===== src/hdl/book_cipher_position_decoder_macros.svh =====
// assertion macros for the book cipher position decoder
// no dependencies; taken in by the modules that carry assertions
`ifndef BOOK_CIPHER_POSITION_DECODER_MACROS_SVH
`define BOOK_CIPHER_POSITION_DECODER_MACROS_SVH
`ifndef SYNTHESIS
`define BCPD_ASSERT_ALWAYS(label, clk, rst, cond) \
   label: assert property (@(posedge clk) disable iff (rst) (cond)) \
      else $error("bcpd invariant violated");
`define BCPD_ASSERT_IMPLY(label, clk, rst, ante, cons) \
   label: assert property (@(posedge clk) disable iff (rst) (ante) |-> (cons)) \
      else $error("bcpd implication violated");
`define BCPD_ASSERT_NEXT(label, clk, rst, ante, cons) \
   label: assert property (@(posedge clk) disable iff (rst) (ante) |=> (cons)) \
      else $error("bcpd next-cycle check violated");
`else
`define BCPD_ASSERT_ALWAYS(label, clk, rst, cond)
`define BCPD_ASSERT_IMPLY(label, clk, rst, ante, cons)
`define BCPD_ASSERT_NEXT(label, clk, rst, ante, cons)
`endif
`endif


===== src/hdl/bcpd_pkg.sv =====
// shared types and constants of the book cipher position decoder
// no dependencies
package bcpd_pkg;

   localparam int BYTE_W      = 8;
   localparam int LEN_W       = 8;
   localparam int ACC_W       = 16;
   localparam int KEY_WORDS_W = 13;
   // index and address widths wide enough for the whole range of the sizing parameters
   localparam int IDX_MAX_W   = 16;
   localparam int ADDR_MAX_W  = 20;

   localparam logic [ACC_W-1:0] ACC_MAX = 16'hFFFF;

   localparam logic [1:0] REQ_CLEAR  = 2'd0;
   localparam logic [1:0] REQ_KEY    = 2'd1;
   localparam logic [1:0] REQ_CIPHER = 2'd2;

   localparam logic [BYTE_W-1:0] CH_NUL   = 8'h00;
   localparam logic [BYTE_W-1:0] CH_TAB   = 8'h09;
   localparam logic [BYTE_W-1:0] CH_NL    = 8'h0A;
   localparam logic [BYTE_W-1:0] CH_SPACE = 8'h20;
   localparam logic [BYTE_W-1:0] CH_HASH  = 8'h23;
   localparam logic [BYTE_W-1:0] CH_COMMA = 8'h2C;
   localparam logic [BYTE_W-1:0] CH_ZERO  = 8'h30;
   localparam logic [BYTE_W-1:0] CH_NINE  = 8'h39;
   localparam logic [BYTE_W-1:0] CH_UP_A  = 8'h41;
   localparam logic [BYTE_W-1:0] CH_UP_Z  = 8'h5A;

   // one classified item: key store writes, an optional lookup and up to three results
   typedef struct packed {
      logic                   wr_start;
      logic                   wr_len;
      logic [IDX_MAX_W-1:0]   wr_idx;
      logic [ADDR_MAX_W-1:0]  start_val;
      logic [LEN_W-1:0]       len_val;
      logic                   wr_char;
      logic [ADDR_MAX_W-1:0]  char_addr;
      logic [BYTE_W-1:0]      char_val;
      logic                   lookup;
      logic                   in_range;
      logic [ACC_W-1:0]       word_idx;
      logic [ACC_W-1:0]       char_idx;
      logic                   echo;
      logic [BYTE_W-1:0]      echo_char;
      logic                   tail;
      logic [BYTE_W-1:0]      tail_char;
      logic [KEY_WORDS_W-1:0] key_words;
      logic                   key_overflow;
   } op_type;

endpackage


===== src/hdl/bcpd_queue.sv =====
// short op queue between the front end and the back end
// depends on bcpd_pkg and the assertion macro header
`include "book_cipher_position_decoder_macros.svh"

module bcpd_queue (
   input  logic              clock,
   input  logic              reset,
   input  logic              in_valid,
   input  bcpd_pkg::op_type  in_op,
   output logic              in_ready,
   output logic              out_valid,
   output bcpd_pkg::op_type  out_op,
   input  logic              out_ready
);

   localparam int QDEPTH = 4;
   localparam int PTR_W  = $clog2(QDEPTH);
   localparam logic [PTR_W:0] COUNT_FULL = (PTR_W+1)'(QDEPTH);

   bcpd_pkg::op_type slot_ff [QDEPTH];

   logic [PTR_W-1:0] wr_ptr_ff, wr_ptr_in;
   logic [PTR_W-1:0] rd_ptr_ff, rd_ptr_in;
   logic [PTR_W:0]   count_ff, count_in;
   logic             push;
   logic             pop;

   assign in_ready  = count_ff != COUNT_FULL;
   assign out_valid = count_ff != '0;
   assign out_op    = slot_ff[rd_ptr_ff];
   assign push      = in_valid && in_ready;
   assign pop       = out_valid && out_ready;

   always_comb begin
      wr_ptr_in = push ? wr_ptr_ff + 1'b1 : wr_ptr_ff;
      rd_ptr_in = pop ? rd_ptr_ff + 1'b1 : rd_ptr_ff;
      count_in  = count_ff + (PTR_W+1)'(push) - (PTR_W+1)'(pop);
   end

   always_ff @(posedge clock) begin
      if (reset) begin
         wr_ptr_ff <= '0;
         rd_ptr_ff <= '0;
         count_ff  <= '0;
      end else begin
         wr_ptr_ff <= wr_ptr_in;
         rd_ptr_ff <= rd_ptr_in;
         count_ff  <= count_in;
      end
   end

   always_ff @(posedge clock) begin
      if (push) begin
         slot_ff[wr_ptr_ff] <= in_op;
      end
   end

   `BCPD_ASSERT_ALWAYS(a_queue_count_bound, clock, reset, count_ff <= COUNT_FULL)

endmodule


===== config.mk =====
export PLATFORM = sky130hd
export DESIGN_NAME = bcpd_queue
export DESIGN_NICKNAME = d
export VERILOG_FILES = /design/src/hdl/bcpd_pkg.sv /design/src/hdl/bcpd_queue.sv
export VERILOG_INCLUDE_DIRS = /design/src /design/src/hdl
export SDC_FILE = /design/constraint.sdc
export NUM_CORES = 1
export LEC_CHECK = 0
export ABC_AREA = 0
export ABC_CLOCK_PERIOD_IN_PS = 6640
export BUFFER_PORTS_ARGS = -buffer_cell sky130_fd_sc_hd__buf_4
export CORE_MARGIN = 3
export CORE_UTILIZATION = 50
export CTS_CLUSTER_SIZE = 20
export DETAILED_ROUTE_END_ITERATION = 8
export PLACE_DENSITY = 0.8
export SYNTH_ARGS = -nofsm -noshare
export SYNTH_HDL_FRONTEND = slang
export SYNTH_SLANG_ARGS = --single-unit

===== constraint.sdc =====
create_clock -name clock -period 6.64 [get_ports clock]
set_input_delay 1.328 -clock clock [delete_from_list [all_inputs] [get_ports clock]]
set_output_delay 1.328 -clock clock [all_outputs]
set_load 0.005 [all_outputs]

==> out/metrics.csv, run 1 <==
stage,metric,value,unit
timing,fin_skew,17.3,ps
global_route,grtUsageMet1,0.254,
synthesis,ys_seq_elements,573,
pwr,ir_drop,295,uV
setup_path,worstPathArrival,2740,ps
setup_path,setup.worst_path.start_class,flop,
clock_tree,cts_hold_buf,0,
clock_tree,cts_resized,0,
die,die_h,210,um
routing,drt_wl_total,39200,um
synthesis,yosys.area.top_type,edfxtp_1,
synthesis,async_flop_share,0,
layout,antennaDiodeCount,0,
flow_run,drv_cap,0,
timing,drv_slew,0,
clock_tree,cts_tree,yes,
synthesis,synth_edf_count,564,
global_route,groute.usage.overall,0.181,
routing,vias,9316,
hold_path,min_path_type,reg -> reg,
setup_path,end_kind,output pin,
routing,drt_pass1_iterations,4,
timing,period_share,0.613,
hold_path,hold_path_depth,2,
place,io_buffers,287,
die,die_area,44100,sq um
global_route,grt_pass1_vias,9928,
clock_tree,cts.clk_slew.worst_paths,60,ps
global_route,globalRouteMet3Util,0.0634,
place,post-place-ws,2810,ps
layout,drive_gt1_frac,0.454,
synthesis,yosysUniqueCellTypes,24,
global_route,grt_pass1_wl,60400,um
synthesis,synth_area_leaders,"edfxtp_1 (81%), mux4_2 (15%), dfxtp_1 (0.87%), buf_6 (0.54%), buf_2 (0.39%)",
layout,fin_nets,1260,
timing,worst_slack,2570,ps
clock_tree,clock_latency,580,ps
setup_path,worstReg2RegStart,count_ff[1],
global_route,grt-ovfl-total,0,
die,io_pins,288,
timing,max_freq,0.246,GHz
clock_tree,cts_buffer_depth,3,
clock_tree,cts_sinks,573,
timing,worst_slew_pin_slew,1070,ps
clock_tree,cts_htree_levels,2,
layout,regArea,17100,sq um
setup_path,rr_worst_depth,4,
layout,multiInputGateArea,3450,sq um
global_route,use_met2,0.274,
layout,nFillCells,2763,
synthesis,syn_avg_cell_area,26.5,sq um
pwr,p_leak,8.47,nW
timing,setup_viol,0,
timing,fin_crit,4070,ps
setup_path,cp.required,5310,ps
timing,tns,0,ps
setup_path,r2r_setup_slack,3720,ps
synthesis,syn-num-nets,938,
setup_path,crit_path_max_fanout,32,
synthesis,synth.most_common_cell,edfxtp_1,
synthesis,synth-main-ff-cell,edfxtp_1,
hold_path,min_to,rd_ptr_ff[1],
layout,area_growth,22.0,%
routing,drtIter0Drc,778,
place,hpwl,23100,um
die,core-area,40900,sq um
clock_tree,root_buffer,clkbuf_16,
synthesis,synth_common_cells,"edfxtp_1 (564), mux4_2 (141), buf_2 (16)",
routing,drc,0,
global_route,grt_busiest_layer,met2,
clock_tree,post-cts-setup-buffers,0,
synthesis,synth_top_area_share,0.814,
die,row_count,74,
setup_path,r2r-end,slot_ff[0][5],
pwr,power_density,391,nW/um^2
setup_path,path_class,reg -> out,
synthesis,yosys_warnings,0,
synthesis,syn_inst,786,
synthesis,ys_seq_area_frac,0.823,
routing,routedWlPerCell,23.3,um
hold_path,min_from,rd_ptr_ff[1],
global_route,antenna_found_initial,4,
place,gp_congestion,0.752,
global_route,grt_max_degree,83,
routing,viasPerCell,5.53,
timing,max_slew_margin,0.285,
timing,rsz0062_at_grt,false,
die,fp.dieW,210,um
routing,antenna_left,0,
outcome,status,"complete, no violations",
clock_tree,cts_buffers,56,
synthesis,syn_area,20800,sq um
timing,hold_viol,0,
die,initial_core_util,0.508,
==> logic make-up (layout without fill, tap and decap cells) <==
kind of cell,Yosys count,in the layout,synth area share
flip-flops,573,573,0.823
buffers and inverters,38,405,0.0115
adder cells (fa/ha/maj),7,7,0.00457
AO/OA/AOI/OAI,3,3,0.00120
AND/OR/NAND/NOR,19,19,0.00457
XOR/XNOR,3,3,0.00126
multiplexers,143,143,0.154
==> sequential cells by signal (all words and copies together) (netlist names), named ones only <==
| signal | cells |
|---|---|
| wr_ptr_ff | 2 |
| rd_ptr_ff | 2 |
| count_ff | 3 |
| slot_ff | 564 |
==> per-stage QoR <==
| step | total power, mW | util | hold slack, ps | area (sq um) | std cells |
|---|---|---|---|---|---|
| finish | 9.92 | 0.620 | 529 | 25400 | 1685 |
| global route | 10.4 | 0.620 | 571 | 25400 | 1685 |
| CTS | 10.1 | 0.620 | 531 | 25400 | 1685 |
| detailed placement | 6.92 | 0.575 | 528 | 23500 | 1582 |
| global placement | 6.88 | 0.575 | 504 | 23500 | 1582 |
| floorplan | 5.89 | - | 482 | 20800 | 786 |
==> area by class of cell <==
type | count | share of cell area
Tap cell | 532 | 0.0262
Clock inverter | 34 | 0.0143
Multi-Input combinational cell | 175 | 0.136
Inverter | 5 | 0.000740
Sequential cell | 573 | 0.675
Timing Repair Buffer | 297 | 0.0899
Clock buffer | 69 | 0.0580
==> worst max-delay path, cell delays in order, from the launching register on <==
cell,delay (ps)
dfxtp_4,780
buf_4,560
mux4_2,600
buf_4,160
==> power breakdown <==
| part | leakage (nW) | switching, mW | internal (mW) | total, mW |
|---|---|---|---|---|
| clock network | 0.900 | 1.24 | 1.88 | 3.12 |
| logic | 2.33 | 1.00 | 1.21 | 2.21 |
| registers | 5.24 | 0.147 | 4.44 | 4.58 |
==> cells in the final DEF, fill, tap and decap left out, types with 4 or more instances in the layout <==
cell | netlist | routed
nor2_1 | 8 | 8
bufinv_16 | 0 | 8
inv_1 | 5 | 5
clkbuf_16 | 0 | 57
buf_12 | 0 | 4
buf_4 | 0 | 293
dfxtp_1 | 9 | 7
ha_1 | 6 | 6
and2_4 | 0 | 4
mux4_2 | 141 | 141
clkinv_2 | 0 | 12
edfxtp_1 | 564 | 564
clkbuf_1 | 6 | 12
clkinv_1 | 0 | 12
==> routing by layer <==
metal | share of wire | wire length, um
met1 | 0.41 | 15900
met4 | 0.028 | 1100
met3 | 0.091 | 3550
met5 | 0.0011 | 43
met2 | 0.47 | 18600
==> how the worst max path moves through the flow <==
stage / end / cells after the start / start / slack (ps)
after detailed placement: slot_ff[3][123] / 4 / in_valid / 2810
after global routing: out_op[64] / 3 / flop / 2320
after CTS: out_op[64] / 3 / flop / 2440
after global placement: slot_ff[3][82] / 4 / in_valid / 2850
final: out_op[70] / 3 / flop / 2570
after floorplan: slot_ff[0][0] / 2 / in_valid / 1150
(Power assumes the default switching activity.)
==> run 2: changes to the inputs <==
--- a/config.mk
+++ b/config.mk
@@ -7,7 +7,7 @@
 export NUM_CORES = 1
 export LEC_CHECK = 0
 export ABC_AREA = 0
-export ABC_CLOCK_PERIOD_IN_PS = 6640
+export ABC_CLOCK_PERIOD_IN_PS = 4250
 export BUFFER_PORTS_ARGS = -buffer_cell sky130_fd_sc_hd__buf_4
 export CORE_MARGIN = 3
 export CORE_UTILIZATION = 50
==> constraint.sdc (replaced) <==
create_clock -name clock -period 4.25 [get_ports clock]
set_input_delay 0.85 -clock clock [delete_from_list [all_inputs] [get_ports clock]]
set_output_delay 0.85 -clock clock [all_outputs]
set_load 0.005 [all_outputs]
==> run 2 against run 1 <==
- clock-buffer cell count up 4
- cell count up 0.89%
- first-iteration DRC count is 15% lower
- critical path depth did not move
- global-route usage is 0.096 points higher
- clock skew down 8.1 ps
- largest cell class unchanged
- critical endpoint is now out_op[79]
- combinational power increased by 61%
- cell area is 0.36% higher
==> out/metrics.csv, run 2 (synthesized netlist as in run 1, its figures left out) <==
stage,metric,value,unit,change
outcome,status,"complete, no violations",,
setup_path,setup.worst_path.start_class,flop,,
layout,fin_nets,1273,,+1.0%
clock_tree,cts.clk_slew.worst_paths,60,ps,about the same
clock_tree,cts_tree,yes,,
setup_path,rr_worst_depth,11,,+7
pwr,power_density,602,nW/um^2,+54%
hold_path,hold_path_depth,1,,-1
layout,multiInputGateArea,3450,sq um,unchanged
setup_path,max_stage_delay,750,ps,-30 ps
clock_tree,cts_buffer_depth,3,,unchanged
pwr,combPwrFrac,0.231,,+0.008
timing,worst_slew_pin_slew,919,ps,-153 ps
layout,layout_common_cells,"edfxtp_1 (564), buf_4 (299), mux4_2 (141)",,
die,io_pins,288,,unchanged
timing,setup_viol,0,,unchanged
layout,regArea,17100,sq um,unchanged
setup_path,crit_chain,buf_12 -> mux4_2 -> buf_4,,
global_route,grt-ovfl-total,0,,unchanged
clock_tree,root_buffer,clkbuf_16,,
timing,hold_viol,0,,unchanged
setup_path,crit_path_max_fanout,37,,+16%
clock_tree,cts_hold_buf,0,,unchanged
setup_path,worstPathArrival,2480,ps,-260 ps
routing,vias,9407,,+0.98%
clock_tree,clock_latency,590,ps,about the same
routing,antenna_left,0,,unchanged
layout,instances_no_fill,1700,,+0.89%
place,place.detailed.instances,1595,,+0.82%
global_route,grt_pass1_wl,60700,um,+0.59%
hold_path,min_to,slot_ff[0][124],,
pwr,p_switching,3.80,mW,+59%
layout,area_growth,22.4,%,
place,io_buffers,287,,unchanged
flow_run,drv_cap,0,,unchanged
layout,largestRegisters,"slot_ff (564), count_ff (3)",,
layout,top_register,slot_ff,,
global_route,grt_pass1_vias,10100,,+1.2%
setup_path,cp_top_family,flip-flops,,
timing,tns,0,ps,unchanged
setup_path,r2r_setup_slack,1620,ps,-2100 ps
setup_path,cp.required,3400,ps,-1910 ps
die,row_count,74,,unchanged
setup_path,cpMaxStageDelayCell,dfxtp_4,,
routing,drt_wl_total,39600,um,+1.0%
setup_path,end_kind,output pin,,
setup_path,path_buf_inv,2,,unchanged
die,initial_core_util,0.508,,unchanged
die,die_h,210,um,unchanged
timing,max_slew_margin,0.387,,+0.102
timing,fin_skew,9.21,ps,-8.10 ps
global_route,groute.usage.overall,0.182,,+0.000961
place,hpwl,24400,um,+5.6%
pwr,clkPwrFrac,0.302,,-0.013
die,die_area,44100,sq um,unchanged
setup_path,r2r-end,count_ff[2],,
timing,hold_slack,460,ps,-68.5 ps
pwr,p_int,11.5,mW,+53%
pwr,ir_drop,430,uV,+46%
routing,viasPerCell,5.53,,about the same
clock_tree,cts_htree_levels,2,,unchanged
layout,post-route-util,0.622,,+0.00220
hold_path,min_from,in_op[124],,
setup_path,worstReg2RegStart,count_ff[1],,
pwr,p_sw_frac,0.247,,+0.00599
pwr,p_seq_frac,0.467,,+0.005
clock_tree,cts_resized,0,,unchanged
routing,routedWlPerCell,23.3,um,+0.15%
global_route,antenna_found_initial,2,,-2
global_route,grt_max_degree,85,,+2.4%
routing,drc,0,,unchanged
routing,drtIter0Drc,661,,-15%
place,gp_congestion,0.730,,-3.0%
setup_path,path_class,reg -> out,,
die,core-area,40900,sq um,unchanged
timing,rsz0062_at_grt,false,,
die,fp.dieW,210,um,unchanged
timing,drv_slew,0,,unchanged
layout,final_common_cell,edfxtp_1,,
routing,drt_pass1_iterations,5,,+1
layout,nFillCells,2713,,-1.8%
clock_tree,cts_sinks,573,,unchanged
pwr,p_leak,8.51,nW,+0.45%
clock_tree,cts_buffers,56,,unchanged
timing,fin_crit,3330,ps,
layout,largest_reg_flops,564,,unchanged
layout,drive_gt1_frac,0.459,,+0.00483
hold_path,min_path_type,in -> reg,,
timing,period_share,0.783,,
clock_tree,post-cts-setup-buffers,0,,unchanged
timing,max_freq,0.300,GHz,
## run 2: per-stage QoR
stage               instance area, sq um  total power, mW  setup WS, ps
floorplan                          20800             9.15           794
global placement                   23700             10.8          1330
detailed placement                 23700             10.9          1230
CTS                                25500             15.6           806
global route                       25500             16.0           718
finish                             25500             15.3           921
## run 2: final cells by class
cell class                 instances  area share
multi-input combinational        175       0.135
clock inverter                    31     0.00978
tap                              532      0.0261
antenna                            1   0.0000983
sequential                       573       0.673
timing repair buffer             310      0.0968
clock buffer                      73      0.0584
inverter                           5    0.000737
## run 2: per-layer routing
metal	routed length (um)	vias to the layer above	global-route usage
met5	12	-	0
met4	769	2	0.0564
met3	3180	57	0.0473
met2	19800	370	0.288
met1	15800	4906	0.254
li1	-	4072	-
## run 2: worst max path at each step
stage | to | slack (ps) | cells past startpoint
global placement | count_ff[2] | 1330 | 11
CTS | out_op[101] | 810 | 3
finish | out_op[79] | 920 | 3
floorplan | slot_ff[0][0] | 790 | 2
global route | out_op[79] | 720 | 3
detailed placement | count_ff[2] | 1230 | 11
## run 2: power by group through the flow
stage	sequential (mW)	clock, mW	combinational (mW)
after floorplan	7.17	0	1.98
after global routing	7.22	4.97	3.82
after global placement	7.24	0	3.58
after detailed placement	7.29	0	3.62
final	7.16	4.63	3.55
after CTS	7.18	4.74	3.65
