**src/hdl/book_cipher_position_decoder_macros.svh**
```systemverilog
// assertion macros for the book cipher position decoder
// no dependencies; taken in by the modules that carry assertions
`ifndef BOOK_CIPHER_POSITION_DECODER_MACROS_SVH
`define BOOK_CIPHER_POSITION_DECODER_MACROS_SVH
`ifndef SYNTHESIS
`define BCPD_ASSERT_ALWAYS(label, clk, rst, cond) \
   label: assert property (@(posedge clk) disable iff (rst) (cond)) \
      else $error("bcpd invariant violated");
`define BCPD_ASSERT_IMPLY(label, clk, rst, ante, cons) \
   label: assert property (@(posedge clk) disable iff (rst) (ante) |-> (cons)) \
      else $error("bcpd implication violated");
`define BCPD_ASSERT_NEXT(label, clk, rst, ante, cons) \
   label: assert property (@(posedge clk) disable iff (rst) (ante) |=> (cons)) \
      else $error("bcpd next-cycle check violated");
`else
`define BCPD_ASSERT_ALWAYS(label, clk, rst, cond)
`define BCPD_ASSERT_IMPLY(label, clk, rst, ante, cons)
`define BCPD_ASSERT_NEXT(label, clk, rst, ante, cons)
`endif
`endif

```
**src/hdl/bcpd_pkg.sv**
```systemverilog
// shared types and constants of the book cipher position decoder
// no dependencies
package bcpd_pkg;

   localparam int BYTE_W      = 8;
   localparam int LEN_W       = 8;
   localparam int ACC_W       = 16;
   localparam int KEY_WORDS_W = 13;
   // index and address widths wide enough for the whole range of the sizing parameters
   localparam int IDX_MAX_W   = 16;
   localparam int ADDR_MAX_W  = 20;

   localparam logic [ACC_W-1:0] ACC_MAX = 16'hFFFF;

   localparam logic [1:0] REQ_CLEAR  = 2'd0;
   localparam logic [1:0] REQ_KEY    = 2'd1;
   localparam logic [1:0] REQ_CIPHER = 2'd2;

   localparam logic [BYTE_W-1:0] CH_NUL   = 8'h00;
   localparam logic [BYTE_W-1:0] CH_TAB   = 8'h09;
   localparam logic [BYTE_W-1:0] CH_NL    = 8'h0A;
   localparam logic [BYTE_W-1:0] CH_SPACE = 8'h20;
   localparam logic [BYTE_W-1:0] CH_HASH  = 8'h23;
   localparam logic [BYTE_W-1:0] CH_COMMA = 8'h2C;
   localparam logic [BYTE_W-1:0] CH_ZERO  = 8'h30;
   localparam logic [BYTE_W-1:0] CH_NINE  = 8'h39;
   localparam logic [BYTE_W-1:0] CH_UP_A  = 8'h41;
   localparam logic [BYTE_W-1:0] CH_UP_Z  = 8'h5A;

   // one classified item: key store writes, an optional lookup and up to three results
   typedef struct packed {
      logic                   wr_start;
      logic                   wr_len;
      logic [IDX_MAX_W-1:0]   wr_idx;
      logic [ADDR_MAX_W-1:0]  start_val;
      logic [LEN_W-1:0]       len_val;
      logic                   wr_char;
      logic [ADDR_MAX_W-1:0]  char_addr;
      logic [BYTE_W-1:0]      char_val;
      logic                   lookup;
      logic                   in_range;
      logic [ACC_W-1:0]       word_idx;
      logic [ACC_W-1:0]       char_idx;
      logic                   echo;
      logic [BYTE_W-1:0]      echo_char;
      logic                   tail;
      logic [BYTE_W-1:0]      tail_char;
      logic [KEY_WORDS_W-1:0] key_words;
      logic                   key_overflow;
   } op_type;

endpackage

```
**src/hdl/bcpd_channels.sv**
```systemverilog
// valid/ready channel interfaces for requests and responses
// depends on bcpd_pkg
interface bcpd_req_chan;
   logic                          valid;
   logic                          ready;
   logic [1:0]                    req_type;
   logic [bcpd_pkg::BYTE_W-1:0]   data_byte;
   logic                          end_of_text;

   modport source (output valid, req_type, data_byte, end_of_text, input ready);
   modport sink   (input valid, req_type, data_byte, end_of_text, output ready);
endinterface


```
**src/hdl/bcpd_front.sv**
```systemverilog
// front end: takes requests, tracks key fill state and the pair parser, emits ops
// depends on bcpd_pkg, bcpd_channels and the assertion macro header
`include "book_cipher_position_decoder_macros.svh"

module bcpd_front #(
   parameter int MAX_WORDS       = 4096,
   parameter int KEY_STORE_CHARS = 32768,
   parameter int MAX_WORD_LEN    = 128
) (
   input  logic              clock,
   input  logic              reset,
   bcpd_req_chan.sink        req_if,
   output logic              op_valid,
   output bcpd_pkg::op_type  op,
   input  logic              op_ready
);

   localparam int CNT_W   = $clog2(MAX_WORDS + 1);
   localparam int FILL_W  = $clog2(KEY_STORE_CHARS + 1);
   localparam int KADDR_W = $clog2(KEY_STORE_CHARS);
   localparam int ACC_W   = bcpd_pkg::ACC_W;
   localparam int LEN_W   = bcpd_pkg::LEN_W;

   localparam logic [CNT_W-1:0]  WORDS_LIMIT = CNT_W'(MAX_WORDS);
   localparam logic [FILL_W-1:0] FILL_LIMIT  = FILL_W'(KEY_STORE_CHARS);
   localparam logic [LEN_W-1:0]  LEN_LIMIT   = LEN_W'(MAX_WORD_LEN);
   localparam logic [7:0]        CASE_OFFSET = 8'd32;

   localparam logic [1:0] PH_IDLE = 2'd0;
   localparam logic [1:0] PH_WORD = 2'd1;
   localparam logic [1:0] PH_CHAR = 2'd2;

   function automatic logic [bcpd_pkg::ACC_W-1:0] acc_step(
      input logic [bcpd_pkg::ACC_W-1:0] acc,
      input logic [3:0]                 d
   );
      logic [bcpd_pkg::ACC_W+3:0] v;
      v = {1'b0, acc, 3'b000} + {3'b000, acc, 1'b0} + (bcpd_pkg::ACC_W+4)'(d);
      return (v > (bcpd_pkg::ACC_W+4)'(bcpd_pkg::ACC_MAX)) ? bcpd_pkg::ACC_MAX
                                                           : v[bcpd_pkg::ACC_W-1:0];
   endfunction

   logic [CNT_W-1:0]   stored_ff, stored_in;
   logic [FILL_W-1:0]  fill_ff, fill_in;
   logic [KADDR_W-1:0] start_ff, start_in;
   logic               open_ff, open_in;
   logic [LEN_W-1:0]   len_ff, len_in;
   logic               ovf_ff, ovf_in;
   logic [1:0]         phase_ff, phase_in;
   logic [ACC_W-1:0]   wacc_ff, wacc_in;
   logic [ACC_W-1:0]   cacc_ff, cacc_in;

   logic       accept;
   logic       work;
   logic       pass_idle;
   logic [7:0] b;
   logic [7:0] dsub;
   logic       is_digit;
   logic       is_sep;

   assign req_if.ready = op_ready;
   assign accept       = req_if.valid && op_ready;
   assign b            = req_if.data_byte;
   assign dsub         = b - bcpd_pkg::CH_ZERO;
   assign is_digit     = (b >= bcpd_pkg::CH_ZERO) && (b <= bcpd_pkg::CH_NINE);
   assign is_sep       = (b == bcpd_pkg::CH_SPACE) || (b == bcpd_pkg::CH_TAB) ||
                         (b == bcpd_pkg::CH_NL);
   assign op_valid     = accept && work;

   always_comb begin
      stored_in = stored_ff;
      fill_in   = fill_ff;
      start_in  = start_ff;
      open_in   = open_ff;
      len_in    = len_ff;
      ovf_in    = ovf_ff;
      phase_in  = phase_ff;
      wacc_in   = wacc_ff;
      cacc_in   = cacc_ff;
      pass_idle = 1'b0;
      work      = 1'b0;
      op        = '0;
      if (accept) begin
         unique case (req_if.req_type)
            bcpd_pkg::REQ_CLEAR: begin
               stored_in = '0;
               fill_in   = '0;
               open_in   = 1'b0;
               len_in    = '0;
               ovf_in    = 1'b0;
            end
            bcpd_pkg::REQ_KEY: begin
               if (!ovf_ff) begin
                  if (is_sep) begin
                     if (open_ff) begin
                        op.wr_len  = 1'b1;
                        op.wr_idx  = bcpd_pkg::IDX_MAX_W'(stored_ff);
                        op.len_val = len_ff;
                        stored_in  = stored_ff + 1'b1;
                        open_in    = 1'b0;
                        len_in     = '0;
                     end
                  end else if (!open_ff && ((stored_ff >= WORDS_LIMIT) ||
                                            (fill_ff >= FILL_LIMIT))) begin
                     ovf_in = 1'b1;
                  end else if (open_ff && ((len_ff >= LEN_LIMIT) ||
                                           (fill_ff >= FILL_LIMIT))) begin
                     // partial word is dropped and the fill point rewinds
                     ovf_in  = 1'b1;
                     fill_in = FILL_W'(start_ff);
                     open_in = 1'b0;
                     len_in  = '0;
                  end else begin
                     if (!open_ff) begin
                        op.wr_start  = 1'b1;
                        op.wr_idx    = bcpd_pkg::IDX_MAX_W'(stored_ff);
                        op.start_val = bcpd_pkg::ADDR_MAX_W'(fill_ff);
                        start_in     = fill_ff[KADDR_W-1:0];
                     end
                     op.wr_char   = 1'b1;
                     op.char_addr = bcpd_pkg::ADDR_MAX_W'(fill_ff);
                     op.char_val  = ((b >= bcpd_pkg::CH_UP_A) && (b <= bcpd_pkg::CH_UP_Z)) ?
                                    b + CASE_OFFSET : b;
                     fill_in      = fill_ff + 1'b1;
                     open_in      = 1'b1;
                     len_in       = (open_ff ? len_ff : '0) + 1'b1;
                  end
               end
               if (req_if.end_of_text) begin
                  if (open_in) begin
                     op.wr_len  = 1'b1;
                     op.wr_idx  = bcpd_pkg::IDX_MAX_W'(stored_ff);
                     op.len_val = len_in;
                     stored_in  = stored_ff + 1'b1;
                     open_in    = 1'b0;
                     len_in     = '0;
                  end
                  op.tail      = 1'b1;
                  op.tail_char = bcpd_pkg::CH_NUL;
               end
               work = op.wr_start || op.wr_len || op.wr_char || op.tail;
            end
            bcpd_pkg::REQ_CIPHER: begin
               unique case (phase_ff)
                  PH_WORD: begin
                     if (is_digit) begin
                        wacc_in = acc_step(wacc_ff, dsub[3:0]);
                     end else if (b == bcpd_pkg::CH_COMMA) begin
                        phase_in = PH_CHAR;
                        cacc_in  = '0;
                     end else begin
                        op.lookup   = 1'b1;
                        op.word_idx = wacc_ff;
                        op.char_idx = '0;
                        cacc_in     = '0;
                        phase_in    = PH_IDLE;
                        pass_idle   = 1'b1;
                     end
                  end
                  PH_CHAR: begin
                     if (is_digit) begin
                        cacc_in = acc_step(cacc_ff, dsub[3:0]);
                     end else begin
                        op.lookup   = 1'b1;
                        op.word_idx = wacc_ff;
                        op.char_idx = cacc_ff;
                        phase_in    = PH_IDLE;
                        pass_idle   = 1'b1;
                     end
                  end
                  default: begin
                     phase_in  = PH_IDLE;
                     pass_idle = 1'b1;
                  end
               endcase
               // the byte that ends a pair is handled again as an idle byte
               if (pass_idle) begin
                  if ((b == bcpd_pkg::CH_SPACE) || (b == bcpd_pkg::CH_HASH)) begin
                     op.echo      = 1'b1;
                     op.echo_char = b;
                  end else if (is_digit) begin
                     phase_in = PH_WORD;
                     wacc_in  = ACC_W'(dsub[3:0]);
                     cacc_in  = '0;
                  end
               end
               if (req_if.end_of_text) begin
                  if (phase_in != PH_IDLE) begin
                     op.lookup   = 1'b1;
                     op.word_idx = wacc_in;
                     op.char_idx = cacc_in;
                     phase_in    = PH_IDLE;
                  end
                  op.tail      = 1'b1;
                  op.tail_char = bcpd_pkg::CH_NL;
               end
               op.in_range = (ACC_W+1)'(op.word_idx) < (ACC_W+1)'(stored_ff);
               work        = op.lookup || op.echo || op.tail;
            end
            default: ;
         endcase
      end
      op.key_words    = bcpd_pkg::KEY_WORDS_W'(stored_in);
      op.key_overflow = ovf_in;
   end

   always_ff @(posedge clock) begin
      if (reset) begin
         stored_ff <= '0;
         fill_ff   <= '0;
         open_ff   <= 1'b0;
         len_ff    <= '0;
         ovf_ff    <= 1'b0;
         phase_ff  <= PH_IDLE;
         wacc_ff   <= '0;
         cacc_ff   <= '0;
      end else begin
         stored_ff <= stored_in;
         fill_ff   <= fill_in;
         open_ff   <= open_in;
         len_ff    <= len_in;
         ovf_ff    <= ovf_in;
         phase_ff  <= phase_in;
         wacc_ff   <= wacc_in;
         cacc_ff   <= cacc_in;
      end
   end

   always_ff @(posedge clock) begin
      start_ff <= start_in;
   end

   `BCPD_ASSERT_IMPLY(a_open_not_overflowed, clock, reset, open_ff, !ovf_ff)
   `BCPD_ASSERT_ALWAYS(a_word_count_bound, clock, reset, stored_ff <= WORDS_LIMIT)

endmodule

```
**src/flat_wrapper.sv**
```systemverilog
// flat-port wrapper written by rule: the top's interface ports become plain ports
module bcpd_front_flat 
#(
   parameter int MAX_WORDS       = 4096,
   parameter int KEY_STORE_CHARS = 32768,
   parameter int MAX_WORD_LEN    = 128
)
  (clock, reset, op_valid, op, op_ready, req_if_valid, req_if_req_type, req_if_data_byte, req_if_end_of_text, req_if_ready);
  bcpd_req_chan req_if_i ();
  input  logic clock;
  input  logic reset;
  output logic op_valid;
  output bcpd_pkg::op_type op;
  input  logic op_ready;
  input wire logic [$bits(req_if_i.valid)-1:0] req_if_valid;
  input wire logic [$bits(req_if_i.req_type)-1:0] req_if_req_type;
  input wire logic [$bits(req_if_i.data_byte)-1:0] req_if_data_byte;
  input wire logic [$bits(req_if_i.end_of_text)-1:0] req_if_end_of_text;
  output wire logic [$bits(req_if_i.ready)-1:0] req_if_ready;
  assign req_if_i.valid = req_if_valid;
  assign req_if_i.req_type = req_if_req_type;
  assign req_if_i.data_byte = req_if_data_byte;
  assign req_if_i.end_of_text = req_if_end_of_text;
  assign req_if_ready = req_if_i.ready;
  bcpd_front #(.MAX_WORDS(MAX_WORDS), .KEY_STORE_CHARS(KEY_STORE_CHARS), .MAX_WORD_LEN(MAX_WORD_LEN)) u_core (.clock(clock), .reset(reset), .req_if(req_if_i), .op_valid(op_valid), .op(op), .op_ready(op_ready));
endmodule
```
**config.mk**
```make
export PLATFORM = sky130hd
export DESIGN_NAME = bcpd_front_flat
export DESIGN_NICKNAME = d
export VERILOG_FILES = /design/src/hdl/bcpd_pkg.sv /design/src/hdl/bcpd_channels.sv /design/src/hdl/bcpd_front.sv /design/src/flat_wrapper.sv
export VERILOG_INCLUDE_DIRS = /design/src /design/src/hdl
export SDC_FILE = /design/constraint.sdc
export NUM_CORES = 1
export LEC_CHECK = 0
export ABC_AREA = 0
export BUFFER_PORTS_ARGS = -buffer_cell sky130_fd_sc_hd__buf_2
export CAP_MARGIN = 20
export CORE_AREA = 3 3 149 151
export CTS_CLUSTER_SIZE = 24
export DETAILED_ROUTE_END_ITERATION = 10
export DIE_AREA = 0 0 152 154
export SLEW_MARGIN = 30
export SYNTH_ARGS = -nofsm -noshare
export SYNTH_HDL_FRONTEND = slang
export SYNTH_SLANG_ARGS = --single-unit
```
**constraint.sdc**
```tcl
create_clock -name clock -period 8.2 [get_ports clock]
set_clock_uncertainty 0.15 [all_clocks]
set_input_delay 1.64 -clock clock [delete_from_list [all_inputs] [get_ports clock]]
set_output_delay 1.64 -clock clock [all_outputs]
set_load 0.01 [all_outputs]
```
==> summary by stage, run 1 <==
Timing
Setup violations remaining at the end of the flow were counted as 0. The worst path in the final design needs a cycle of 7.98 ns, including I/O delays and setup. Derived from the worst setup path, the maximum achievable clock frequency is ~0.13 GHz.

After routing, the total negative slack on setup checks comes to 0 ns. The number of endpoints with negative hold slack in the final report is 0. The measured slew at the worst slew-check pin is 0.873 ns.

The final critical path takes up 97.3% of the cycle. The count of final max-slew check failures is 0. In this run the tightest slew margin relative to its limit is 41.3%. Setup repair after global routing left no endpoint under its margin. Hold is met by 0.339 ns.

Synthesis
For this run, the leading register cell type out of synthesis is sky130_fd_sc_hd__dfxtp_1. The number of register bits inferred by synthesis is slightly below 90. Synthesis handed over a netlist of roughly 1100 instances. The mean post-synth cell area is about 7.5 um2.

The count of flip-flops with a built-in enable after synthesis is 15. The async set or reset register ratio after synthesis is 0%. During synthesis, Yosys emitted a total of 0 warnings. The unique cell type count in the Yosys netlist is 94. The cell area that synthesis handed to floorplanning was 0.00839 mm2. The part of the Yosys area used for sequential elements is 22.8%.

Clock network
In this run, CTS created clock tree buffers numbering 9. The maximum clock path buffer count is 2. The tree built by TritonCTS fans out to a little under 90 sinks. The setup fix buffers added after clock tree synthesis is 0. The count of hold-fix buffers inserted at cts is 0. The H-tree depth reported by CTS is 3. The clock tree root driver cell is sky130_fd_sc_hd__clkbuf_16. TritonCTS built the clock tree. Clock-pin slew was measured on the worst setup and hold paths at ~0.07 ns. The later pin in the worst-skew pair is clocked with a latency of around 0.36 ns. In this run, post-CTS repair resized a total of 0 instances.

GRT
The first global-routing pass estimated between 40 and 50 mm of wire. Entering global routing, the biggest net connects 64 pins. For met2 alone, demand over resource in global routing was 36.2%. The global routing stage identified its most utilized layer as met2.

The overall routing resource usage is a little over a fifth. The via count of the first global-routing pass is a little under 8000. Global routing consumed, on the met3 layer, around 3.5% of the routing resources. After global routing the overflow that remains totals 0. The number of antenna violations at the first check in global routing was 0. For this run, global-route usage on met1 was measured as 29.4%.

Power
The total power is 0.948 mW. Power spread over the standard cell area amounts to around 100 mW/mm2. The static power due to leakage is 4.39 nW. Across the VDD grid, the largest voltage drop is 0.0000946 V.

Detailed routing
After detailed routing, the average wire length per cell comes to around 18 um. The routed design has 26.4 mm of wire. After the first detailed-routing iteration, the DRC count stood at 725. The detail route stage leaves a number of antenna-violating nets equal to 0. After detailed routing, the number of vias per cell comes to 5.71. The iteration count of the initial detailed-routing pass is 5.

The via count of the routed design is about 8600. In the routed design, unresolved DRC markers number 0.

Final layout
From synthesis to final layout, the design area changed by 13.0%. The library cell used most frequently in the layout, excluding fill and tap cells, is sky130_fd_sc_hd__buf_2. In the layout the commonest cells are sky130_fd_sc_hd__buf_2, sky130_fd_sc_hd__nor2_1, sky130_fd_sc_hd__nand2_1, sky130_fd_sc_hd__a21oi_1, sky130_fd_sc_hd__ha_1. The final antenna diode count is 0. The final core utilization is between 40% and 50%. The final instance area is between 0.009 and 0.01 mm2. In the final layout, the share of cells above drive strength 1 is around 16%. Fill cells in the final layout number around 2100. The number of nets in the layout is around 1300.

Setup path
The critical path arrival is 6.19 ns. The source of the worst register-to-register timing path is u_core.open_ff$_SDFFE_PP0P_. The worst setup path is launched from a primary input. STA puts the critical path data required time at approximately 6.4 ns. The worst register-to-register path has a depth of 9. The largest fanout of any net on the critical path is 4.

The worst reg-to-reg setup slack is around 4.5 ns. The critical path is of the primary input to output port type. The worst setup path is captured at an output port. The endpoint of the most critical register-to-register path is u_core.stored_ff[5]$_SDFF_PP0_.

Placed design
At the end of routability-driven placement, the weighted congestion stood at a little over 0.9. In this run the cell area measured after placement is approximately 0.0092 mm2. In this run the tool buffered the top-level ports with approximately 130 buffer cells. The estimated wirelength of the detail-placed design is ~20 mm.

Floorplan
The core region is between 0.02 and 0.025 mm2. Row generation in the floorplan step produced 53 rows. The starting utilization of the core area is approximately two fifths.

From bottom edge to top edge, the die measures 154 um. Measured along the x axis, the die boundary spans approximately 150 um. The floorplan step defined a die boundary enclosing 0.0234 mm2. The total I/O pin count is 158.

Min path
The tightest min-delay check is of the flop to flop type. The capture endpoint of the worst hold path is u_core.start_ff[3]$_DFFE_PP_. The worst hold path was traced through 0 stages.

The startpoint identified for the worst hold timing path is u_core.fill_ff[3]$_SDFFE_PP0P_.

Flow run
The max-capacitance violation count is 0.

Run status
The flow ran to the end, and the final reports show no timing, DRC or antenna violations.
-- synthesized netlist by cell type (14+ instances only) --
cell type	number	share of area (%)
sky130_fd_sc_hd__a21oi_1	87	5.2
sky130_fd_sc_hd__a22oi_1	20	1.8
sky130_fd_sc_hd__and2_1	31	2.3
sky130_fd_sc_hd__and3_1	27	2.0
sky130_fd_sc_hd__buf_4	29	2.6
sky130_fd_sc_hd__clkbuf_1	42	1.9
sky130_fd_sc_hd__dfxtp_1	73	17
sky130_fd_sc_hd__edfxtp_1	15	5.4
sky130_fd_sc_hd__ha_1	87	13
sky130_fd_sc_hd__inv_1	41	1.8
sky130_fd_sc_hd__nand2_1	115	5.1
sky130_fd_sc_hd__nand3_1	29	1.7
sky130_fd_sc_hd__nand4_1	14	1.0
sky130_fd_sc_hd__nor2_1	129	5.8
sky130_fd_sc_hd__nor2b_1	20	1.5
sky130_fd_sc_hd__nor3_1	39	2.3
sky130_fd_sc_hd__o21ai_0	65	3.9
sky130_fd_sc_hd__o21ai_1	15	0.89
sky130_fd_sc_hd__xnor2_1	16	1.7
-- cells by family after synthesis --
group	synth area share, %
muxes	0.358
DFF	22.8
buffers and inverters	7.33
other	0.0447
adders and majority gates	13.9
xor gates and xnor gates	2.91
AOI/OAI and AO/OA	25.3
and+or+nand+nor	27.4
-- worst max-delay path, stage by stage --
cell and delay (ns):
sky130_fd_sc_hd__buf_2 0.12, sky130_fd_sc_hd__fa_1 0.53, sky130_fd_sc_hd__fa_1 0.49, sky130_fd_sc_hd__a211o_1 0.34
sky130_fd_sc_hd__a21oi_1 0.21, sky130_fd_sc_hd__o21ai_0 0.12, sky130_fd_sc_hd__o211ai_1 0.21, sky130_fd_sc_hd__nand3_2 0.12
sky130_fd_sc_hd__or2_4 0.28, sky130_fd_sc_hd__nor2_1 0.14, sky130_fd_sc_hd__nor2_1 0.08, sky130_fd_sc_hd__a22o_1 0.18
sky130_fd_sc_hd__ha_1 0.29, sky130_fd_sc_hd__a211o_1 0.28, sky130_fd_sc_hd__o31a_1 0.28, sky130_fd_sc_hd__a211o_1 0.26
sky130_fd_sc_hd__nor4bb_1 0.40, sky130_fd_sc_hd__buf_2 0.22
-- report_power, final --
group	switching (mW)	internal (mW)	total, mW
combinational	0.0531	0.0193	0.0724
clock	0.196	0.239	0.435
sequential	0.00150	0.439	0.440
total	0.251	0.697	0.948
-- worst max path at each step --
stage / endpoint / from / cells after the start
6_report: op[64] / req_if_data_byte[3] / 18
5_1_grt: op[64] / req_if_data_byte[3] / 18
4_1_cts: op[64] / req_if_data_byte[3] / 18
3_5_place_dp: op[64] / req_if_data_byte[3] / 18
3_3_place_gp: op[64] / req_if_data_byte[3] / 21
2_1_floorplan: op[64] / req_if_data_byte[3] / 16
-- layer usage --
metal / part of all wire (%) / vias up
met3: 6.2 / 30
li1: - / 4238
met5: 0 / -
met1: 45 / 4038
met2: 47 / 286
met4: 1.6 / 0
-- metrics by stage --
stage | cells | setup slack [ns]
6_report | 1504 | 0.222
5_1_grt | 1504 | 0.0467
4_1_cts | 1504 | 0.286
3_5_place_dp | 1488 | 0.298
3_3_place_gp | 1488 | 0.330
2_1_floorplan | 1148 | 0.617
-- state kept, by name, summed over array words and instances (netlist names) --
signal,count
u_core.open_ff,1
u_core.ovf_ff,1
u_core.stored_ff,13
u_core.cacc_ff,16
u_core.phase_ff,2
u_core.fill_ff,16
u_core.len_ff,8
u_core.start_ff,15
u_core.wacc_ff,16
-- area by class of cell --
cell class | count | area [um2] | share of cell area, %
Clock buffer | 9 | 225 | 2.38
Multi-Input combinational cell | 933 | 5970 | 63.0
Inverter | 43 | 161 | 1.70
Timing Repair Buffer | 149 | 786 | 8.29
Clock inverter | 7 | 77.6 | 0.818
Sequential cell | 88 | 1910 | 20.2
Tap cell | 275 | 344 | 3.63
Note: power is estimated with default switching activity, not from simulation.
==> run 2: changes to the inputs <==
Settings changed: PLACE_DENSITY set to 0.58.
==> run 2 against run 1 <==
Sequential share of layout area is essentially flat; sequential power is essentially flat; clock-buffer cell count grew 1; worst hold slack gained 0.011 ns.
==> summary by stage, run 2 (synthesis gave the netlist of run 1 again) <==
Setup path
STA classifies the critical path startpoint as a primary input. The endpoint required time on the critical path is 6.41 ns (about the same). Among cell families on the critical path, the largest total delay comes from compound AO/OA/AOI/OAI gates.

The kind of capture point of the worst setup path is an output port. The startpoint-to-endpoint class of the critical path is primary input to output port. The delay of the slowest cell on the worst path came to 0.52 ns (about the same).

The critical path goes through buf_2 > fa_1 > fa_1 > a211o_1 > a21oi_1 > o21ai_0 > o211ai_1 > nand3_2 > or2_4 > nor2_1 > nor2_1 > a22o_1 > ha_1 > o21ai_0 > nand2b_1 > a21oi_1 > nor3_1 > o31a_1 > a211o_1 > nor4bb_2 > buf_2. Tracing the worst setup path back leads to its startpoint at req_if_data_byte[3]. The worst reg2reg path depth came to 13 (+4). The worst reg-to-reg setup slack is 4.32 ns (-0.14 ns). The source of the worst register-to-register timing path is u_core.cacc_ff[0]$_SDFFE_PP0P_. The endpoint of the most critical register-to-register path is u_core.cacc_ff[11]$_SDFFE_PP0P_.

The buffering stage count on the worst path with inverters included is 2 (unchanged). The critical path depth in cells is 21 (+3). For this design, the slowest cell found on the critical path is sky130_fd_sc_hd__fa_1. The critical path ends at op[64]. The critical path arrival is 6.16 ns (-0.03 ns).

The largest fanout of any net on the critical path came to 4 (unchanged).

Clock network
The total CTS buffers is 9 (unchanged). The clock latency at the later pin of the worst-skew pair is 0.36 ns (about the same). The register clock-pin slew on the reported worst setup and hold paths came to 0.06 ns (about the same). The maximum clock path buffer count is 2 (unchanged). The tree is rooted in a sky130_fd_sc_hd__clkbuf_16. The count of hold-fix buffers inserted at cts is 0 (unchanged). The number of sinks driven by the clock tree is 88 (unchanged).

The H-tree depth reported by CTS is 3 (unchanged). TritonCTS built the clock tree.

Detailed routing
The number of vias per cell after detailed routing is 5.67 (-0.73%). The detailed-route wire length per cell is 17.5 um (-0.22%). The count of unresolved DRC violations after routing was 0 (unchanged). The iteration count of the initial detailed-routing pass is 5 (unchanged).

The number of DRC markers in iteration 0 is 746 (+2.9%). The number of nets with antenna violations after routing is 0 (unchanged). The total wirelength of the detailed-routed design is 26.4 mm (-0.22%). The via count of the routed design is 8529 (-0.73%).

Floorplan
The placeable core area is 0.0210 mm2 (unchanged). The die area was 0.0234 mm2 (unchanged). The die span in x is 152 um (unchanged).

The vertical extent of the die came to 154 um (unchanged). The starting utilization of the core area is 40.1% (unchanged). The total I/O pin count is 158 (unchanged).

The number of placement rows is 53 (unchanged).

GRT
The largest net degree at the start of global routing was 64 (unchanged). The leftover overflow at the end of global routing is 0 (unchanged). The wire length of the first global-routing pass is 41.9 mm (-0.24%). The number of antenna violations at the first check in global routing is 0 (unchanged). The overall routing resource usage is 21.7% (-0.081 points).

The via count of the first global-routing pass is 7978 (+0.82%).

Timing
The fmax was 0.126 GHz (+0.36%). The final critical-path required period is 7.95 ns (-0.0282 ns). The period utilization came to 97.0% (-0.34 points). The measured slew at the worst slew-check pin is 0.996 ns (+0.122 ns). Setup repair after global routing left no endpoint under its margin. The worst slew slack as a fraction of its limit was 33.1% (-8.2 points). The number of endpoints with negative hold slack in the final report came to 0 (unchanged).

The sum of negative setup slack is 0 ns (unchanged). The final setup violation count is 0 (unchanged). The post-route worst hold slack was 0.350 ns (+0.0106 ns).

The count of final max-slew check failures was 0 (unchanged).

Final layout
The synthesis-to-layout area growth is 13.0% (about the same). The leading cell type in the layout, fill and taps excluded is sky130_fd_sc_hd__buf_2. Leaving out fill and tap cells, the most frequent cells in the layout are sky130_fd_sc_hd__buf_2, sky130_fd_sc_hd__nor2_1, sky130_fd_sc_hd__nand2_1, sky130_fd_sc_hd__a21oi_1, sky130_fd_sc_hd__ha_1. The number of nets in the layout was 1330 (unchanged).

The fraction of layout instances using a drive strength above 1 came to 15.9% (unchanged). The final instance area was 0.00948 mm2 (about the same). The largest registers in the layout are u_core.cacc_ff: 16 flops, u_core.fill_ff: 16 flops, u_core.wacc_ff: 16 flops. The final antenna diode count is 0 (unchanged).

Placed design
The count of buffers from port buffering came to 133 (unchanged). The estimated wirelength of the detail-placed design is 19.9 mm (+0.82%). The cell area reported after detailed placement is 0.00917 mm2 (unchanged). The routability congestion estimate is 0.896 (-1.0%).

Run status
The flow ran to the end, and the final reports show no timing, DRC or antenna violations.

Min path
The cell depth of the worst hold path is 1 (+1). The path class of the tightest hold or removal check is flop to flop.

Power
The total power came to 0.948 mW (about the same). The peak ir drop on the vdd network came to 0.000107 V (+13%). The power density normalized to cell area came to 100 mW/mm2 (about the same). The static power due to leakage was 4.39 nW (+0.18%).

Flow run
The max-capacitance violation count is 0 (unchanged).
==> run 2: timing repair <==
action / 4_1_cts / 5_1_grt
hold endpoints to repair: 0 / 0
setup endpoints to repair: 0 / 1
gates resized for setup: 0 / 1
buffers inserted: 0 / 0
==> run 2: per-stage QoR <==
| step | util (%) | setup WS (ns) | cells |
|---|---|---|---|
| floorplan | - | 0.617 | 1148 |
| global placement | 43.7 | 0.329 | 1488 |
| detailed placement | 43.7 | 0.294 | 1488 |
| CTS | 45.2 | 0.283 | 1504 |
| global route | 45.3 | 0.00686 | 1504 |
| finish | 45.3 | 0.250 | 1504 |
==> run 2: report_power, final <==
group	internal [mW]	switching, mW	total [mW]
Sequential	0.439	0.00151	0.440
Combinational	0.0192	0.0520	0.0712
Clock	0.242	0.195	0.437
==> run 2: per-layer routing <==
layer  vias to the layer above  global-route usage (%)  routed length [um]
met3                        30                    4.08                1610
met4                         0                    6.51                 507
met5                         -                       0                   0
met2                       254                    37.1               12600
met1                      4013                    27.7               11700
li1                       4232                       -                   -
==> run 2: worst min-delay path by stage <==
stage	slack, ns	end	from
2_1_floorplan	0.30	u_core.len_ff[0]$_SDFFE_PP0P_	u_core.len_ff[0]$_SDFFE_PP0P_
3_3_place_gp	0.33	u_core.start_ff[3]$_DFFE_PP_	u_core.fill_ff[3]$_SDFFE_PP0P_
3_5_place_dp	0.33	u_core.start_ff[3]$_DFFE_PP_	u_core.fill_ff[3]$_SDFFE_PP0P_
4_1_cts	0.35	u_core.start_ff[3]$_DFFE_PP_	u_core.fill_ff[3]$_SDFFE_PP0P_
5_1_grt	0.37	u_core.start_ff[3]$_DFFE_PP_	u_core.fill_ff[3]$_SDFFE_PP0P_
6_report	0.35	u_core.len_ff[0]$_SDFFE_PP0P_	u_core.len_ff[0]$_SDFFE_PP0P_
==> run 2: area by class of cell <==
type / count / area [um2]
Fill cell: 2184 / 11500
Multi-Input combinational cell: 933 / 5980
Sequential cell: 88 / 1910
Timing Repair Buffer: 149 / 786
Tap cell: 275 / 344
Clock buffer: 10 / 229
Inverter: 43 / 161
Clock inverter: 6 / 72.6
==> run 2: worst reg2reg max path: cells and delay by family, from the launching register on <==
family / cells / cell delay, ns
compound gates: 6 / 1.65
fa+ha+maj: 2 / 1.01
buf+inv: 2 / 0.35
flops: 1 / 0.35
simple gates: 3 / 0.29
==> run 3: changes to the inputs <==
Settings changed: SETUP_SLACK_MARGIN set to 0.5.
==> run 3 against run 2 <==
Sequential cell count unchanged; routed wire length is 0.93% higher; global-route usage about the same; critical path type unchanged.
==> summary by stage, run 3 (synthesis gave the netlist of run 1 again) <==
Run status
The flow ran to the end, and the final reports show no timing, DRC or antenna violations.

Timing
The period utilization came to 93.2% (-3.8 points). The worst slew slack as a fraction of its limit was 33.3% (+0.23 points). The measured slew at the worst slew-check pin is 0.992 ns (-0.00338 ns). The fmax is 0.131 GHz (+4.1%). The post-route worst hold slack is 0.349 ns (-0.00109 ns).

The sum of negative setup slack came to 0 ns (unchanged). Setup repair after global routing could not meet its margin everywhere. The number of endpoints with negative hold slack in the final report came to 0 (unchanged).

The final setup violation count came to 0 (unchanged). The count of final max-slew check failures is 0 (unchanged). The final critical-path required period is 7.64 ns (-0.310 ns).

Clock network
The H-tree depth reported by CTS is 3 (unchanged). The number of sinks driven by the clock tree was 88 (unchanged). The clock latency at the later pin of the worst-skew pair is 0.35 ns (about the same).

The clock tree from TritonCTS is built. The cell sitting at the root of the clock tree is a sky130_fd_sc_hd__clkbuf_16. The maximum clock path buffer count was 2 (unchanged). The total CTS buffers is 9 (unchanged). The register clock-pin slew on the reported worst setup and hold paths came to 0.06 ns (about the same).

GRT
The via count of the first global-routing pass is 7984 (+0.075%). The wire length of the first global-routing pass came to 42.0 mm (about the same). The leftover overflow at the end of global routing is 0 (unchanged). The overall routing resource usage is 21.7% (about the same). The number of antenna violations at the first check in global routing came to 0 (unchanged). The largest net degree at the start of global routing is 64 (unchanged).

Final layout
The final core utilization is 46.0% (+0.72 points). In the layout the commonest cells are sky130_fd_sc_hd__buf_2, sky130_fd_sc_hd__nor2_1, sky130_fd_sc_hd__nand2_1, sky130_fd_sc_hd__a21oi_1, sky130_fd_sc_hd__ha_1. The number of nets in the layout is 1331 (+0.075%). The synthesis-to-layout area growth is 14.8%. In the final layout, the registers with the most flip-flops are u_core.cacc_ff: 16 flops, u_core.fill_ff: 16 flops, u_core.wacc_ff: 16 flops. The fraction of layout instances using a drive strength above 1 was 17.5% (+1.6 points). The final antenna diode count came to 0 (unchanged).

The library cell used most frequently in the layout, excluding fill and tap cells, is sky130_fd_sc_hd__buf_2.

Detailed routing
The detailed-route wire length per cell was 17.7 um (+0.87%). The total wirelength of the detailed-routed design is 26.6 mm (+0.93%). The via count of the routed design is 8547 (+0.21%). The iteration count of the initial detailed-routing pass was 5 (unchanged). The count of unresolved DRC violations after routing is 0 (unchanged). The number of DRC markers in iteration 0 came to 621 (-17%). The number of vias per cell after detailed routing is 5.68 (+0.14%). The number of nets with antenna violations after routing is 0 (unchanged).

Setup path
The critical path is of the primary input to output port type. The worst reg-to-reg setup slack is 4.31 ns (about the same). The endpoint required time on the critical path is 6.41 ns (about the same).

The kind of capture point of the worst setup path is an output port. The critical path arrival came to 5.85 ns (-0.31 ns). The largest fanout of any net on the critical path is 4 (unchanged). The kind of start point of the critical path is a primary input.

Floorplan
The die span in x was 152 um (unchanged). The vertical extent of the die is 154 um (unchanged). The die area was 0.0234 mm2 (unchanged). The number of placement rows is 53 (unchanged). The placeable core area is 0.0210 mm2 (unchanged). The starting utilization of the core area is 40.1% (unchanged). The total I/O pin count came to 158 (unchanged).

Placed design
The estimated wirelength of the detail-placed design was 19.9 mm (unchanged). The routability congestion estimate is 0.896 (unchanged). The count of buffers from port buffering was 133 (unchanged).

Power
The static power due to leakage came to 4.43 nW (+0.87%). The total power came to 0.951 mW (+0.29%). The power density normalized to cell area is 98.7 mW/mm2 (-1.3%). The peak ir drop on the vdd network is 0.000106 V (-0.46%).

Min path
The path class of the tightest hold or removal check is flop to flop.

Flow run
The max-capacitance violation count is 0 (unchanged).
==> run 3: cell types whose count changed in the layout (fill, tap and decap cells not counted), moves of 3 or more <==
cell,before,now
sky130_fd_sc_hd__o21ai_0,64,59
sky130_fd_sc_hd__nor2_2,5,9
sky130_fd_sc_hd__ha_1,87,83
sky130_fd_sc_hd__o21ai_1,16,19
sky130_fd_sc_hd__nor2_1,126,122
sky130_fd_sc_hd__ha_4,0,4
==> run 3: final cells by class <==
| type | instances | area (um2) |
|---|---|---|
| multi-input combinational | 933 | 6110 |
| fill | 2174 | 11300 |
| timing repair buffer | 150 | 807 |
| inverter | 43 | 161 |
| tap | 275 | 344 |
| clock buffer | 10 | 229 |
| sequential | 88 | 1910 |
| clock inverter | 6 | 72.6 |
==> run 3: critical path: stages <==
cell and delay [ns]:
sky130_fd_sc_hd__buf_6 0.10, sky130_fd_sc_hd__fa_1 0.51, sky130_fd_sc_hd__fa_2 0.39, sky130_fd_sc_hd__a211o_1 0.31
sky130_fd_sc_hd__a21oi_2 0.17, sky130_fd_sc_hd__o21ai_1 0.08, sky130_fd_sc_hd__o211ai_1 0.24, sky130_fd_sc_hd__nand3_2 0.14
sky130_fd_sc_hd__or2_4 0.28, sky130_fd_sc_hd__o221a_1 0.24, sky130_fd_sc_hd__a22o_1 0.24, sky130_fd_sc_hd__ha_1 0.33
sky130_fd_sc_hd__and3_4 0.17, sky130_fd_sc_hd__nand3_4 0.08, sky130_fd_sc_hd__nor3_2 0.06, sky130_fd_sc_hd__o31a_1 0.11
sky130_fd_sc_hd__a211o_1 0.26, sky130_fd_sc_hd__nor4bb_4 0.32, sky130_fd_sc_hd__buf_2 0.19
==> run 3: path summary, 6_finish.rpt <==
check                                      start  cells after the start                               to
setup / recovery             req_if_data_byte[3]                     19                           op[64]
hold / removal     u_core.len_ff[0]$_SDFFE_PP0P_                      1    u_core.len_ff[0]$_SDFFE_PP0P_
setup reg to reg  u_core.cacc_ff[0]$_SDFFE_PP0P_                     13  u_core.cacc_ff[11]$_SDFFE_PP0P_
hold reg to reg    u_core.len_ff[0]$_SDFFE_PP0P_                      1    u_core.len_ff[0]$_SDFFE_PP0P_
==> run 3: per-stage QoR <==
stage	cell area, um2	setup slack [ns]	cells
after floorplan	8480	0.617	1148
after global placement	9160	0.329	1488
after detailed placement	9170	0.294	1488
after CTS	9480	0.505	1504
after global routing	9630	0.410	1505
final	9630	0.560	1505
==> run 3: repair_timing <==
action                                 CTS  global route
setup endpoints to repair                1             1
setup buffers                            0             1
endpoints found under the hold margin    0             0
pin swaps                                4            21
gates resized for setup                  4            29
hold buffers                             0             0
==> run 3: layer usage <==
| metal | vias to the layer above | global-route usage [%] | part of all wire [%] |
|---|---|---|---|
| met3 | 30 | 4.08 | 5.3 |
| met1 | 4027 | 27.8 | 45 |
| met2 | 258 | 37.2 | 48 |
| met4 | 0 | 6.51 | 1.9 |
| li1 | 4232 | - | - |
| met5 | - | 0 | 0 |
==> run 3: where the power goes <==
group / total [mW] / switching [mW] / internal [mW]
clock: 0.438 / 0.196 / 0.242
combinational: 0.0729 / 0.0528 / 0.0201
sequential: 0.440 / 0.00149 / 0.439
